[src/ulojs_pkg.sv]
// ============================================================================
// ulojs_pkg - shared types and constants for the datagram statistics unit
// Widths of the header fields and internal time values, and the transaction
// type that passes from the classifying front end to the statistics back end.
// ============================================================================
`timescale 1ns / 1ps

package ulojs_pkg;

  localparam int SEC_W  = 32;
  localparam int USEC_W = 20;
  localparam int SEQ_W  = 64;
  localparam int TIME_W = 53;
  localparam int JIT_W  = 57;
  localparam int JOUT_W = 56;
  localparam int CNT_W  = 64;

  localparam logic [TIME_W-1:0] USEC_PER_SEC = TIME_W'(1000000);

  localparam int DEFAULT_QUEUE_DEPTH = 4;

  // APB register map: word index taken from paddr[2]
  localparam int CFG_ADDR_W = 3;
  localparam logic REG_COUNTER_64BIT = 1'b0;

  // One classified datagram, ready for the state update
  typedef struct packed {
    logic              running;
    logic [SEQ_W-1:0]  seq;
    logic [SEQ_W-1:0]  seq_plus1;
    logic [TIME_W-1:0] transit_delta;
  } queue_item_t;

  typedef struct packed {
    logic        valid;
    queue_item_t item;
  } queue_push_t;

endpackage

[src/ulojs_front.sv]
// ============================================================================
// ulojs_front - two-stage classifier for incoming datagram headers
// Converts timestamps to microseconds, forms the transit time and its change
// against the previous running datagram, and pushes the result to the queue.
// ============================================================================
`timescale 1ns / 1ps

module ulojs_front #(
  parameter int QUEUE_DEPTH = ulojs_pkg::DEFAULT_QUEUE_DEPTH
) (
  input  logic                              clk,
  input  logic                              rst,
  input  logic                              counter_64bit,
  input  logic                              in_valid,
  output logic                              in_ready,
  input  logic                              running,
  input  logic [ulojs_pkg::SEC_W-1:0]       sent_seconds,
  input  logic [ulojs_pkg::USEC_W-1:0]      sent_microseconds,
  input  logic [ulojs_pkg::SEQ_W-1:0]       sequence_number,
  input  logic [ulojs_pkg::SEC_W-1:0]       arrival_seconds,
  input  logic [ulojs_pkg::USEC_W-1:0]      arrival_microseconds,
  input  logic [$clog2(QUEUE_DEPTH+1)-1:0]  queue_level,
  output ulojs_pkg::queue_push_t            push
);
  import ulojs_pkg::*;

  localparam int LW = $clog2(QUEUE_DEPTH + 1);

  logic              v1, run1;
  logic [SEQ_W-1:0]  seq1;
  logic [TIME_W-1:0] sent_us1, arr_us1;

  logic              v2, run2;
  logic [SEQ_W-1:0]  seq2, seqp2;
  logic [TIME_W-1:0] transit2;

  logic              seen;
  logic [TIME_W-1:0] last_transit;

  logic [LW:0]       occupancy;
  logic              accept;
  logic [TIME_W-1:0] prev_used;

  // Space is reserved for every transaction still in the two stages, so the
  // stages never stall and the queue can never overflow.
  assign occupancy = (LW+1)'(queue_level) + (LW+1)'(v1) + (LW+1)'(v2);
  assign in_ready  = occupancy < (LW+1)'(QUEUE_DEPTH);
  assign accept    = in_valid && in_ready;

  always_ff @(posedge clk) begin
    if (rst) begin
      v1 <= 1'b0;
      v2 <= 1'b0;
      seen <= 1'b0;
      last_transit <= '0;
    end else begin
      v1 <= accept;
      v2 <= v1;
      if (v2 && run2) begin
        seen <= 1'b1;
        last_transit <= transit2;
      end
    end
  end

  always_ff @(posedge clk) begin
    run1     <= running;
    seq1     <= counter_64bit ? sequence_number : {32'b0, sequence_number[31:0]};
    sent_us1 <= TIME_W'(sent_seconds) * USEC_PER_SEC + TIME_W'(sent_microseconds);
    arr_us1  <= TIME_W'(arrival_seconds) * USEC_PER_SEC + TIME_W'(arrival_microseconds);

    run2     <= run1;
    seq2     <= seq1;
    seqp2    <= seq1 + SEQ_W'(1);
    transit2 <= (arr_us1 >= sent_us1) ? (arr_us1 - sent_us1) : (sent_us1 - arr_us1);
  end

  // The first running datagram has no predecessor and so no transit change.
  assign prev_used = seen ? last_transit : transit2;

  always_comb begin
    push.valid              = v2;
    push.item.running       = run2;
    push.item.seq           = seq2;
    push.item.seq_plus1     = seqp2;
    push.item.transit_delta = (transit2 >= prev_used) ? (transit2 - prev_used)
                                                      : (prev_used - transit2);
  end

endmodule

[src/ulojs_queue.sv]
// ============================================================================
// ulojs_queue - small transaction queue between front and back end
// Circular buffer in flip-flops with a fill level for the front end's credit.
// ============================================================================
`timescale 1ns / 1ps

module ulojs_queue #(
  parameter int QUEUE_DEPTH = ulojs_pkg::DEFAULT_QUEUE_DEPTH
) (
  input  logic                              clk,
  input  logic                              rst,
  input  ulojs_pkg::queue_push_t            push,
  input  logic                              pop,
  output ulojs_pkg::queue_item_t            head,
  output logic                              not_empty,
  output logic [$clog2(QUEUE_DEPTH+1)-1:0]  level
);
  import ulojs_pkg::*;

  localparam int PW = $clog2(QUEUE_DEPTH);
  localparam int LW = $clog2(QUEUE_DEPTH + 1);
  localparam logic [PW-1:0] LAST = PW'(QUEUE_DEPTH - 1);

  queue_item_t   store [QUEUE_DEPTH];
  logic [PW-1:0] wr_ptr, rd_ptr;

  assign not_empty = level != '0;
  assign head      = store[rd_ptr];

  always_ff @(posedge clk) begin
    if (rst) begin
      wr_ptr <= '0;
      rd_ptr <= '0;
      level  <= '0;
    end else begin
      if (push.valid) begin
        wr_ptr <= (wr_ptr == LAST) ? '0 : wr_ptr + PW'(1);
      end
      if (pop) begin
        rd_ptr <= (rd_ptr == LAST) ? '0 : rd_ptr + PW'(1);
      end
      level <= level + LW'(push.valid) - LW'(pop);
    end
  end

  always_ff @(posedge clk) begin
    if (push.valid) begin
      store[wr_ptr] <= push.item;
    end
  end

endmodule

[src/ulojs_back.sv]
// ============================================================================
// ulojs_back - sequence, loss and jitter state update
// Takes one queued classified transaction per cycle unless the result port
// stalls, updating counters and smoothed jitter; state registers are the result.
// ============================================================================
`timescale 1ns / 1ps

module ulojs_back (
  input  logic                          clk,
  input  logic                          rst,
  input  ulojs_pkg::queue_item_t        head,
  input  logic                          not_empty,
  output logic                          pop,
  output logic                          out_valid,
  input  logic                          out_ready,
  output logic [ulojs_pkg::CNT_W-1:0]   lost_total,
  output logic [ulojs_pkg::CNT_W-1:0]   out_of_order_total,
  output logic [ulojs_pkg::SEQ_W-1:0]   highest_sequence,
  output logic [ulojs_pkg::JOUT_W-1:0]  jitter_estimate
);
  import ulojs_pkg::*;

  localparam int SUM_W = JIT_W + 5;

  logic [SEQ_W-1:0]  last_seq, next_seq;
  logic [CNT_W-1:0]  lost, ooo;
  logic [JIT_W-1:0]  jitter;

  logic              advance;
  logic [SUM_W-1:0]  jit_sum;

  // Result is taken from the state itself, which only moves on a pop.
  assign pop     = not_empty && (!out_valid || out_ready);
  assign advance = head.seq >= next_seq;
  // 15*J + 16*D, then drop the four low bits
  assign jit_sum = {1'b0, jitter, 4'b0} - SUM_W'(jitter) + SUM_W'({head.transit_delta, 4'b0});

  always_ff @(posedge clk) begin
    if (rst) begin
      out_valid <= 1'b0;
      last_seq  <= '0;
      next_seq  <= SEQ_W'(1);
      lost      <= '0;
      ooo       <= '0;
      jitter    <= '0;
    end else begin
      out_valid <= pop || (out_valid && !out_ready);
      if (pop && head.running) begin
        if (advance) begin
          lost     <= lost + (head.seq - next_seq);
          last_seq <= head.seq;
          next_seq <= head.seq_plus1;
        end else begin
          ooo <= ooo + CNT_W'(1);
          if (lost != '0) begin
            lost <= lost - CNT_W'(1);
          end
        end
        jitter <= jit_sum[JIT_W+3:4];
      end
    end
  end

  assign lost_total         = lost;
  assign out_of_order_total = ooo;
  assign highest_sequence   = last_seq;
  assign jitter_estimate    = jitter[JOUT_W-1:0];

endmodule

[src/udp_loss_order_jitter_stats_unit.sv]
// ============================================================================
// udp_loss_order_jitter_stats_unit - receive statistics for test datagrams
// Counts lost and out-of-order datagrams from their sequence numbers and keeps
// an interarrival jitter estimate from sender and arrival timestamps.
// ============================================================================
`timescale 1ns / 1ps

// The unit takes one parsed datagram header per clock cycle while in_ready is
// high and returns one result transaction for every input transaction,
// carrying the loss count, the out-of-order count, the highest sequence
// number seen and the smoothed jitter in microseconds with four fraction
// bits, all as they stand after that datagram. On its way to the result, an
// accepted input passes two front-end stages that convert the timestamps and
// form the transit change, is then written into a short queue, and the back
// end pops it and updates the state. The sustained rate of one transaction
// per cycle, while out_ready stays high, rests on the back end updating the
// state on every pop (the 64-bit sequence compare and loss add, and the
// jitter accumulate) together with a queue deep enough to cover the two
// front-end stages; QUEUE_DEPTH of four or more keeps the full rate.
// Datagrams with running low change nothing but still produce a result.
// Register counter_64bit (address 0) selects whether the full 64-bit
// sequence number or only its low 32 bits are used, and should only be
// written while the unit is idle.

module udp_loss_order_jitter_stats_unit #(
  parameter int QUEUE_DEPTH = ulojs_pkg::DEFAULT_QUEUE_DEPTH
) (
  input  logic                               clk,
  input  logic                               rst,
  // APB configuration port
  input  logic                               psel,
  input  logic                               penable,
  input  logic                               pwrite,
  input  logic [ulojs_pkg::CFG_ADDR_W-1:0]   paddr,
  input  logic [31:0]                        pwdata,
  output logic [31:0]                        prdata,
  output logic                               pready,
  // input datagram headers
  input  logic                               in_valid,
  output logic                               in_ready,
  input  logic                               running,
  input  logic [ulojs_pkg::SEC_W-1:0]        sent_seconds,
  input  logic [ulojs_pkg::USEC_W-1:0]       sent_microseconds,
  input  logic [ulojs_pkg::SEQ_W-1:0]        sequence_number,
  input  logic [ulojs_pkg::SEC_W-1:0]        arrival_seconds,
  input  logic [ulojs_pkg::USEC_W-1:0]       arrival_microseconds,
  // statistics results
  output logic                               out_valid,
  input  logic                               out_ready,
  output logic [ulojs_pkg::CNT_W-1:0]        lost_total,
  output logic [ulojs_pkg::CNT_W-1:0]        out_of_order_total,
  output logic [ulojs_pkg::SEQ_W-1:0]        highest_sequence,
  output logic [ulojs_pkg::JOUT_W-1:0]       jitter_estimate
);
  import ulojs_pkg::*;

  localparam int LW = $clog2(QUEUE_DEPTH + 1);

  logic          counter_64bit;
  queue_push_t   push;
  queue_item_t   head;
  logic          not_empty;
  logic          pop;
  logic [LW-1:0] queue_level;

  // The APB port never inserts wait states. Only the word index in paddr[2]
  // is decoded; the one register lies at index zero.
  assign pready = 1'b1;

  always_ff @(posedge clk) begin
    if (rst) begin
      counter_64bit <= 1'b0;
    end else if (psel && penable && pwrite && paddr[2] == REG_COUNTER_64BIT) begin
      counter_64bit <= pwdata[0];
    end
  end

  always_comb begin
    prdata = '0;
    if (paddr[2] == REG_COUNTER_64BIT) begin
      prdata[0] = counter_64bit;
    end
  end

  // Front end: accepts headers while queue space is reserved for them.
  ulojs_front #(
    .QUEUE_DEPTH(QUEUE_DEPTH)
  ) u_front (
    .clk                  (clk),
    .rst                  (rst),
    .counter_64bit        (counter_64bit),
    .in_valid             (in_valid),
    .in_ready             (in_ready),
    .running              (running),
    .sent_seconds         (sent_seconds),
    .sent_microseconds    (sent_microseconds),
    .sequence_number      (sequence_number),
    .arrival_seconds      (arrival_seconds),
    .arrival_microseconds (arrival_microseconds),
    .queue_level          (queue_level),
    .push                 (push)
  );

  // Queue decouples the front end from a stalled result port.
  ulojs_queue #(
    .QUEUE_DEPTH(QUEUE_DEPTH)
  ) u_queue (
    .clk       (clk),
    .rst       (rst),
    .push      (push),
    .pop       (pop),
    .head      (head),
    .not_empty (not_empty),
    .level     (queue_level)
  );

  // Back end: state update, whose registers double as the result payload.
  ulojs_back u_back (
    .clk                (clk),
    .rst                (rst),
    .head               (head),
    .not_empty          (not_empty),
    .pop                (pop),
    .out_valid          (out_valid),
    .out_ready          (out_ready),
    .lost_total         (lost_total),
    .out_of_order_total (out_of_order_total),
    .highest_sequence   (highest_sequence),
    .jitter_estimate    (jitter_estimate)
  );

`ifndef SYNTH
  // The credit scheme must keep the queue within its depth.
  assert property (@(posedge clk) disable iff (rst)
    queue_level <= LW'(QUEUE_DEPTH))
    else $error("queue level exceeds depth");

  // The back end only takes a transaction from a non-empty queue.
  assert property (@(posedge clk) disable iff (rst)
    pop |-> queue_level != '0)
    else $error("pop from empty queue");

  // A push into a full queue would lose a transaction.
  assert property (@(posedge clk) disable iff (rst)
    (push.valid && !pop) |-> queue_level < LW'(QUEUE_DEPTH))
    else $error("push into full queue");

  // The out-of-order count moves by at most one per cycle.
  assert property (@(posedge clk) disable iff (rst)
    !$past(rst) |-> (out_of_order_total == $past(out_of_order_total) ||
                     out_of_order_total == $past(out_of_order_total) + 64'd1))
    else $error("out-of-order count jumped");
`endif

endmodule
[config.mk]
export PLATFORM = sky130hd
export DESIGN_NAME = udp_loss_order_jitter_stats_unit
export DESIGN_NICKNAME = d
export VERILOG_FILES = /design/src/ulojs_pkg.sv /design/src/ulojs_front.sv /design/src/ulojs_queue.sv /design/src/ulojs_back.sv /design/src/udp_loss_order_jitter_stats_unit.sv
export SDC_FILE = /design/constraint.sdc
export NUM_CORES = 2
export LEC_CHECK = 0
export BUFFER_PORTS_ARGS = -buffer_cell sky130_fd_sc_hd__buf_4
export CORE_ASPECT_RATIO = 0.7
export CORE_MARGIN = 2
export CORE_UTILIZATION = 68
export DETAILED_ROUTE_END_ITERATION = 12
export PLACE_DENSITY = 0.87
export SLEW_MARGIN = 20
export SYNTH_ARGS = -nofsm -noshare
export SYNTH_HDL_FRONTEND = slang
export SYNTH_SLANG_ARGS = --single-unit
[constraint.sdc]
create_clock -name clk -period 9.74 [get_ports clk]
set_input_delay 0.974 -clock clk [delete_from_list [all_inputs] [get_ports clk]]
set_output_delay 0.974 -clock clk [all_outputs]
set_load 0.005 [all_outputs]
======== After elaboration in Yosys (flattened, before gate mapping) ========
Memories as Yosys holds them, arrays and structs flattened. A register that Yosys moved wholly into a read port is not among the register bits.
Cells that the tools add are included.
storage, ports and cells
  register bits after elaboration ......... 731
  latch bits .............................. 0
  memory bits (writable) .................. 728
  memory bits (read-only) ................. 0
  bits of input ports ..................... 211
  output and inout port bits .............. 283
  logic and storage cells ................. 83
  memories ................................ 1
operators by class
  add/sub/neg operators ................... 19
  $mul .................................... 2
  div/mod/pow operators ................... 0
  magnitude comparators ................... 4
  equal/unequal tests ..................... 2
  shift-type cells ........................ 0
  mux-type cells .......................... 12
  bitwise operators ....................... 2
  reductions and logical operators ........ 18
memories
  name           depth  width  read ports  clocked after Yosys merged registers in  wr ports  RTL line           text
  u_queue.store  4      182    1           1                                        1         ulojs_queue.sv:24  queue_item_t store [QUEUE_DEPTH];
operators with widths
  kind                                                        count
  subtractor 53 bit                                           4
  2-to-1 mux 53 bit                                           3
  adder 64 x 1 -> 64 bit, second input constant               2
  2-to-1 mux 64 bit                                           2
  adder 52 x 20 -> 53 bit                                     2
  >= comparator 53 bit                                        2
  multiplier 32 x 14 -> 46 bit, second input constant         2
  adder 64 bit                                                1
  >= comparator 64 bit                                        1
  nonzero test 64 bit                                         1
  subtractor 64 x 1 -> 64 bit, second input constant          1
  subtractor 64 bit                                           1
  adder 61 x 57 -> 61 bit                                     1
  subtractor 61 x 57 -> 61 bit                                1
  logical AND 1 bit                                           8
  2-to-1 mux 2 bit                                            4
  AND reduction 2 bit                                         3
  adder 2 x 1 -> 2 bit, second input constant                 2
  adder 3 x 1 -> 4 bit                                        1
  adder 4 x 1 -> 4 bit                                        1
  equality test 2 bit, second input constant                  2
  less-than comparator 4 x 3 -> 1 bit, second input constant  1
  adder 3 x 1 -> 3 bit                                        1
  2-to-1 mux 1 bit                                            3
  other kinds (6)                                             9

======== Logic depth before layout (Yosys ltp) ========
  word-level depth ........................ 5
  mapped depth ............................ 25
  gate-level depth less buffers ........... 25

======== Modules after synthesis ========
A second synthesis with hierarchy kept.
second synthesis, totals
  cells, all modules ...................... 9258
  area total of the unflattened synthesis .. 92891.6 µm²
modules (own cells, without submodules)
  module                            instances  cells an instance  area each (µm²)  seq. area each (µm²)
  ulojs_front                       1          4691               39776.9          8187.9
  ulojs_queue                       1          991                26724.4          22041.1
  ulojs_back                        1          3536               26081.3          6286.0
  udp_loss_order_jitter_stats_unit  1          40                 309.0            20.0

======== Worst setup path after synthesis ========
Ideal clock, no wire load.
  kind .................................... in2reg
  from .................................... input sent_seconds[1] (netlist name)
  to ...................................... register u_front.sent_us1[51]
  library setup time ...................... 0.072 ns
  arrival time ............................ 6.890 ns
  path slack .............................. 2.778 ns
  cell stages on the path ................. 22
  path buffers ............................ 1
  path through ............................ inv_1 > fa_1 > inv_1 > fa_1 > fa_1 > fa_1 > ha_1 > inv_1 > fa_1 > inv_1 > ha_1 > buf_2 > a21oi_1 > and2_1 > a2111oi_4 > o311ai_1 > nand2_1 > xor2_1 > nand4_1 > or4_4 > nor4_4 > xnor2_1
on the way
  word-level cells in the longest chain between the ends .. 2
ends and longest elaborated chain
  element                       RTL line                                text
  start: declaration            udp_loss_order_jitter_stats_unit.sv:42  input logic [ulojs_pkg::SEC_W-1:0] sent_seconds,
  multiplier 32 x 14 -> 46 bit  ulojs_front.sv:69                       sent_us1 <= TIME_W'(sent_seconds) * USEC_PER_SEC + TIME_W'(sent_microseconds);
  adder 52 x 20 -> 53 bit       ulojs_front.sv:69
  end signal: assignment        ulojs_front.sv:69
  end: declaration              ulojs_front.sv:31                       logic [TIME_W-1:0] sent_us1, arr_us1;
Every way passes these cells.
A chain may end at the register's enable or synchronous reset.

==> metrics.cfg <==
[grt]
grt_start_max_net_pins = 181
grt_usage = 0.374
grt_pass1_vias = 71800
grt.overflow.total = 0
antenna_found_initial = 7
grt_pass1_wl_microns = 409000

[yosys]
syn_inst = 9316
synth-edff-count = 728
ys_warn_count = 0
ys.flop_type = dfxtp_1
netlist_area_sq_um = 93300
synth_area_per_cell_sq_um = 10.0
ys_seq_elements = 1461
async_flop_share = 0
ys_types = 139
seq_area_frac_synth = 0.392

[routing]
drc = 0
firstDrtPassIters = 6
post_drt_wl_per_cell_microns = 23.1
drtIter0Drc = 9006
vias = 72900
final_antenna_net_count = 0
avgViaCountPerCell = 6.35
routed_wl_microns = 265000

[cells_and_area]
fillers = 8900
utilization = 0.749
instances_no_fill = 11500
drive_above_1_share = 0.110
seq_area_sq_um = 36500
synthToLayoutAreaGrowth_pct = 9.17
final_common_cell = inv_1
nNetsFinal = 10900
layout_common_cells = inv_1, nand2_1, a21oi_1, ha_1, dfxtp_1
multi_input_area_sq_um = 49900

[floorplanning]
die_area_sq_um = 140000
die_h_microns = 314
die-width_microns = 447
rows = 113
start_util = 0.686
top_level_ports = 494
coreArea_sq_um = 136000

[critical_path]
path_buf_inv = 1
path_class = reg -> reg
crit_fanout = 33
slowest_stage = nand3_1
worstPathArrival_ns = 8.01
rrSetupSlack_ns = 2.39
setup.worst_path.end = u_back.out_of_order_total[17]
r2r_end = u_back.out_of_order_total[17]
cp-end-kind = flip-flop
r2r_cells = 13
slowest_delay_ns = 0.99
path_cells = buf_4, mux4_2, ha_1, and4_1, a221o_1, a221oi_1, o211a_1, o211ai_1, o21ai_2, nand3_1, nor4_1, xnor2_1, nor2_1
worstPathRequired_ns = 10.41
path_depth = 13
path_delay_family = compound AO/OA/AOI/OAI gates
cp-start-kind = flip-flop

[clocking]
cts_tree = done
hold_buffers = 0
cts.repair.resized = 0
cts_buffers = 136
htreeDepth = 4
cts_buffer_depth = 3
post_cts_buffers = 0
root_buffer = clkbuf_16
clk_latency_ns = 0.84
path_clk_slew_ns = 0.07
clock_sinks = 1461

[min_path]
min_path_type = in -> reg

[sta]
setup_viol = 0
maxSlewViolCount = 0
finalHoldViolations = 0
fmax_mhz = 136
worst_pin_slew_ns = 1.17
setup_ws_ns = 2.39
relSlewSlack = 0.220
rsz0062_at_grt = false
min_period_ns = 7.35
fin_crit_sh = 0.754
skew_ns = 0.0537
fin_setup_tns_ns = 0

[placement]
port_buffers = 428
dp_cells = 11200
gp_congestion = 1.00
dp_hpwl_microns = 195000
place_ws_ns = 1.75

[flow_run]
max_cap_violations = 0

[status]
status = finished, final reports clean

==> worst reg2reg max path: cells and delay by family, from the launching register on <==
| kind | cells | cell delay, ns |
|---|---|---|
| compound gates | 5 | 2.54 |
| simple gates | 4 | 1.94 |
| flops | 1 | 0.76 |
| mux | 1 | 0.73 |
| buf+inv | 1 | 0.68 |
| fa+ha+maj | 1 | 0.36 |
| xor+xnor | 1 | 0.18 |
==> Yosys cell counts, drive strengths merged, types with 24 or more instances <==
library cell | count | area share
a211oi | 74 | 0.0065
a21boi | 25 | 0.0021
a21o | 225 | 0.018
a21oi | 763 | 0.041
a221oi | 34 | 0.0033
a31oi | 59 | 0.0043
and2 | 77 | 0.0052
and3 | 71 | 0.0048
and4 | 31 | 0.0030
buf | 200 | 0.014
clkbuf | 253 | 0.010
dfxtp | 733 | 0.16
edfxtp | 728 | 0.23
fa | 393 | 0.084
ha | 739 | 0.099
inv | 1281 | 0.052
mux2i | 46 | 0.0049
mux4 | 181 | 0.044
nand2 | 943 | 0.038
nand2b | 39 | 0.0026
nand3 | 173 | 0.0094
nand4 | 132 | 0.0092
nor2 | 449 | 0.018
nor2b | 57 | 0.0038
nor3 | 155 | 0.0090
nor4 | 52 | 0.0044
o211ai | 45 | 0.0037
o21a | 92 | 0.0074
o21ai | 332 | 0.018
o21bai | 67 | 0.0054
o22ai | 25 | 0.0017
or2 | 24 | 0.0016
or3 | 43 | 0.0030
xnor2 | 307 | 0.029
xor2 | 156 | 0.015
==> worst min path at each step <==
stage	from	endpoint	slack, ns	cells past startpoint
floorplan	u_front.run1	u_front.run2	0.31	0
global placement	u_front.run1	u_front.run2	0.32	0
detailed placement	u_front.run1	u_front.run2	0.31	0
CTS	sequence_number[25]	u_front.seq1[25]	0.22	1
global route	sequence_number[25]	u_front.seq1[25]	0.23	1
finish	sequence_number[25]	u_front.seq1[25]	0.24	1
==> through the flow <==
stage          area [sq um]  hold WS, ns
4_1_cts              102000        0.216
3_5_place_dp          97200        0.314
2_1_floorplan         93400        0.310
6_report             102000        0.241
5_1_grt              102000        0.228
3_3_place_gp          97200        0.316
==> area by class of cell <==
cell class                 instances  area share
sequential                      1461       0.359
antenna                            4   0.0000983
timing repair buffer             481      0.0360
tap                             1840      0.0226
multi-input combinational       6151       0.490
clock inverter                    78     0.00954
clock buffer                     174      0.0358
inverter                        1281      0.0472
==> metal layers <==
metal / GRT usage / share of wire / up-vias
met3: 0.0741 / 0.10 / 744
met2: 0.576 / 0.45 / 4158
met4: 0.169 / 0.050 / 6
met1: 0.516 / 0.40 / 35400
met5: 0 / 0.00015 / -
li1: - / - / 32500
==> kinds of logic (layout without fill, tap and decap cells) <==
kind of cell	after synthesis	after routing	share of synthesized area
simple gates	2319	2319	0.120
compound gates	1955	1955	0.135
buf+inv	1734	2014	0.0754
flops	1461	1461	0.392
fa+ha+maj	1132	1132	0.184
xor+xnor	463	463	0.0436
mux	250	250	0.0516
other cells	2	36	0.0000805
==> registers in the layout (all words and copies together), names as in the netlist, 57 cells and up, named ones only <==
signal	count
u_back.lost_total	64
u_back.out_of_order_total	64
u_front.seq1	64
u_back.highest_sequence	64
u_back.next_seq	64
u_front.seqp2	64
u_front.seq2	64
u_back.jitter	57
u_queue.store	728
Power is left out: the tool's default activity adds up to more than one toggle a clock period on the data nets, which glitch-free logic cannot reach.
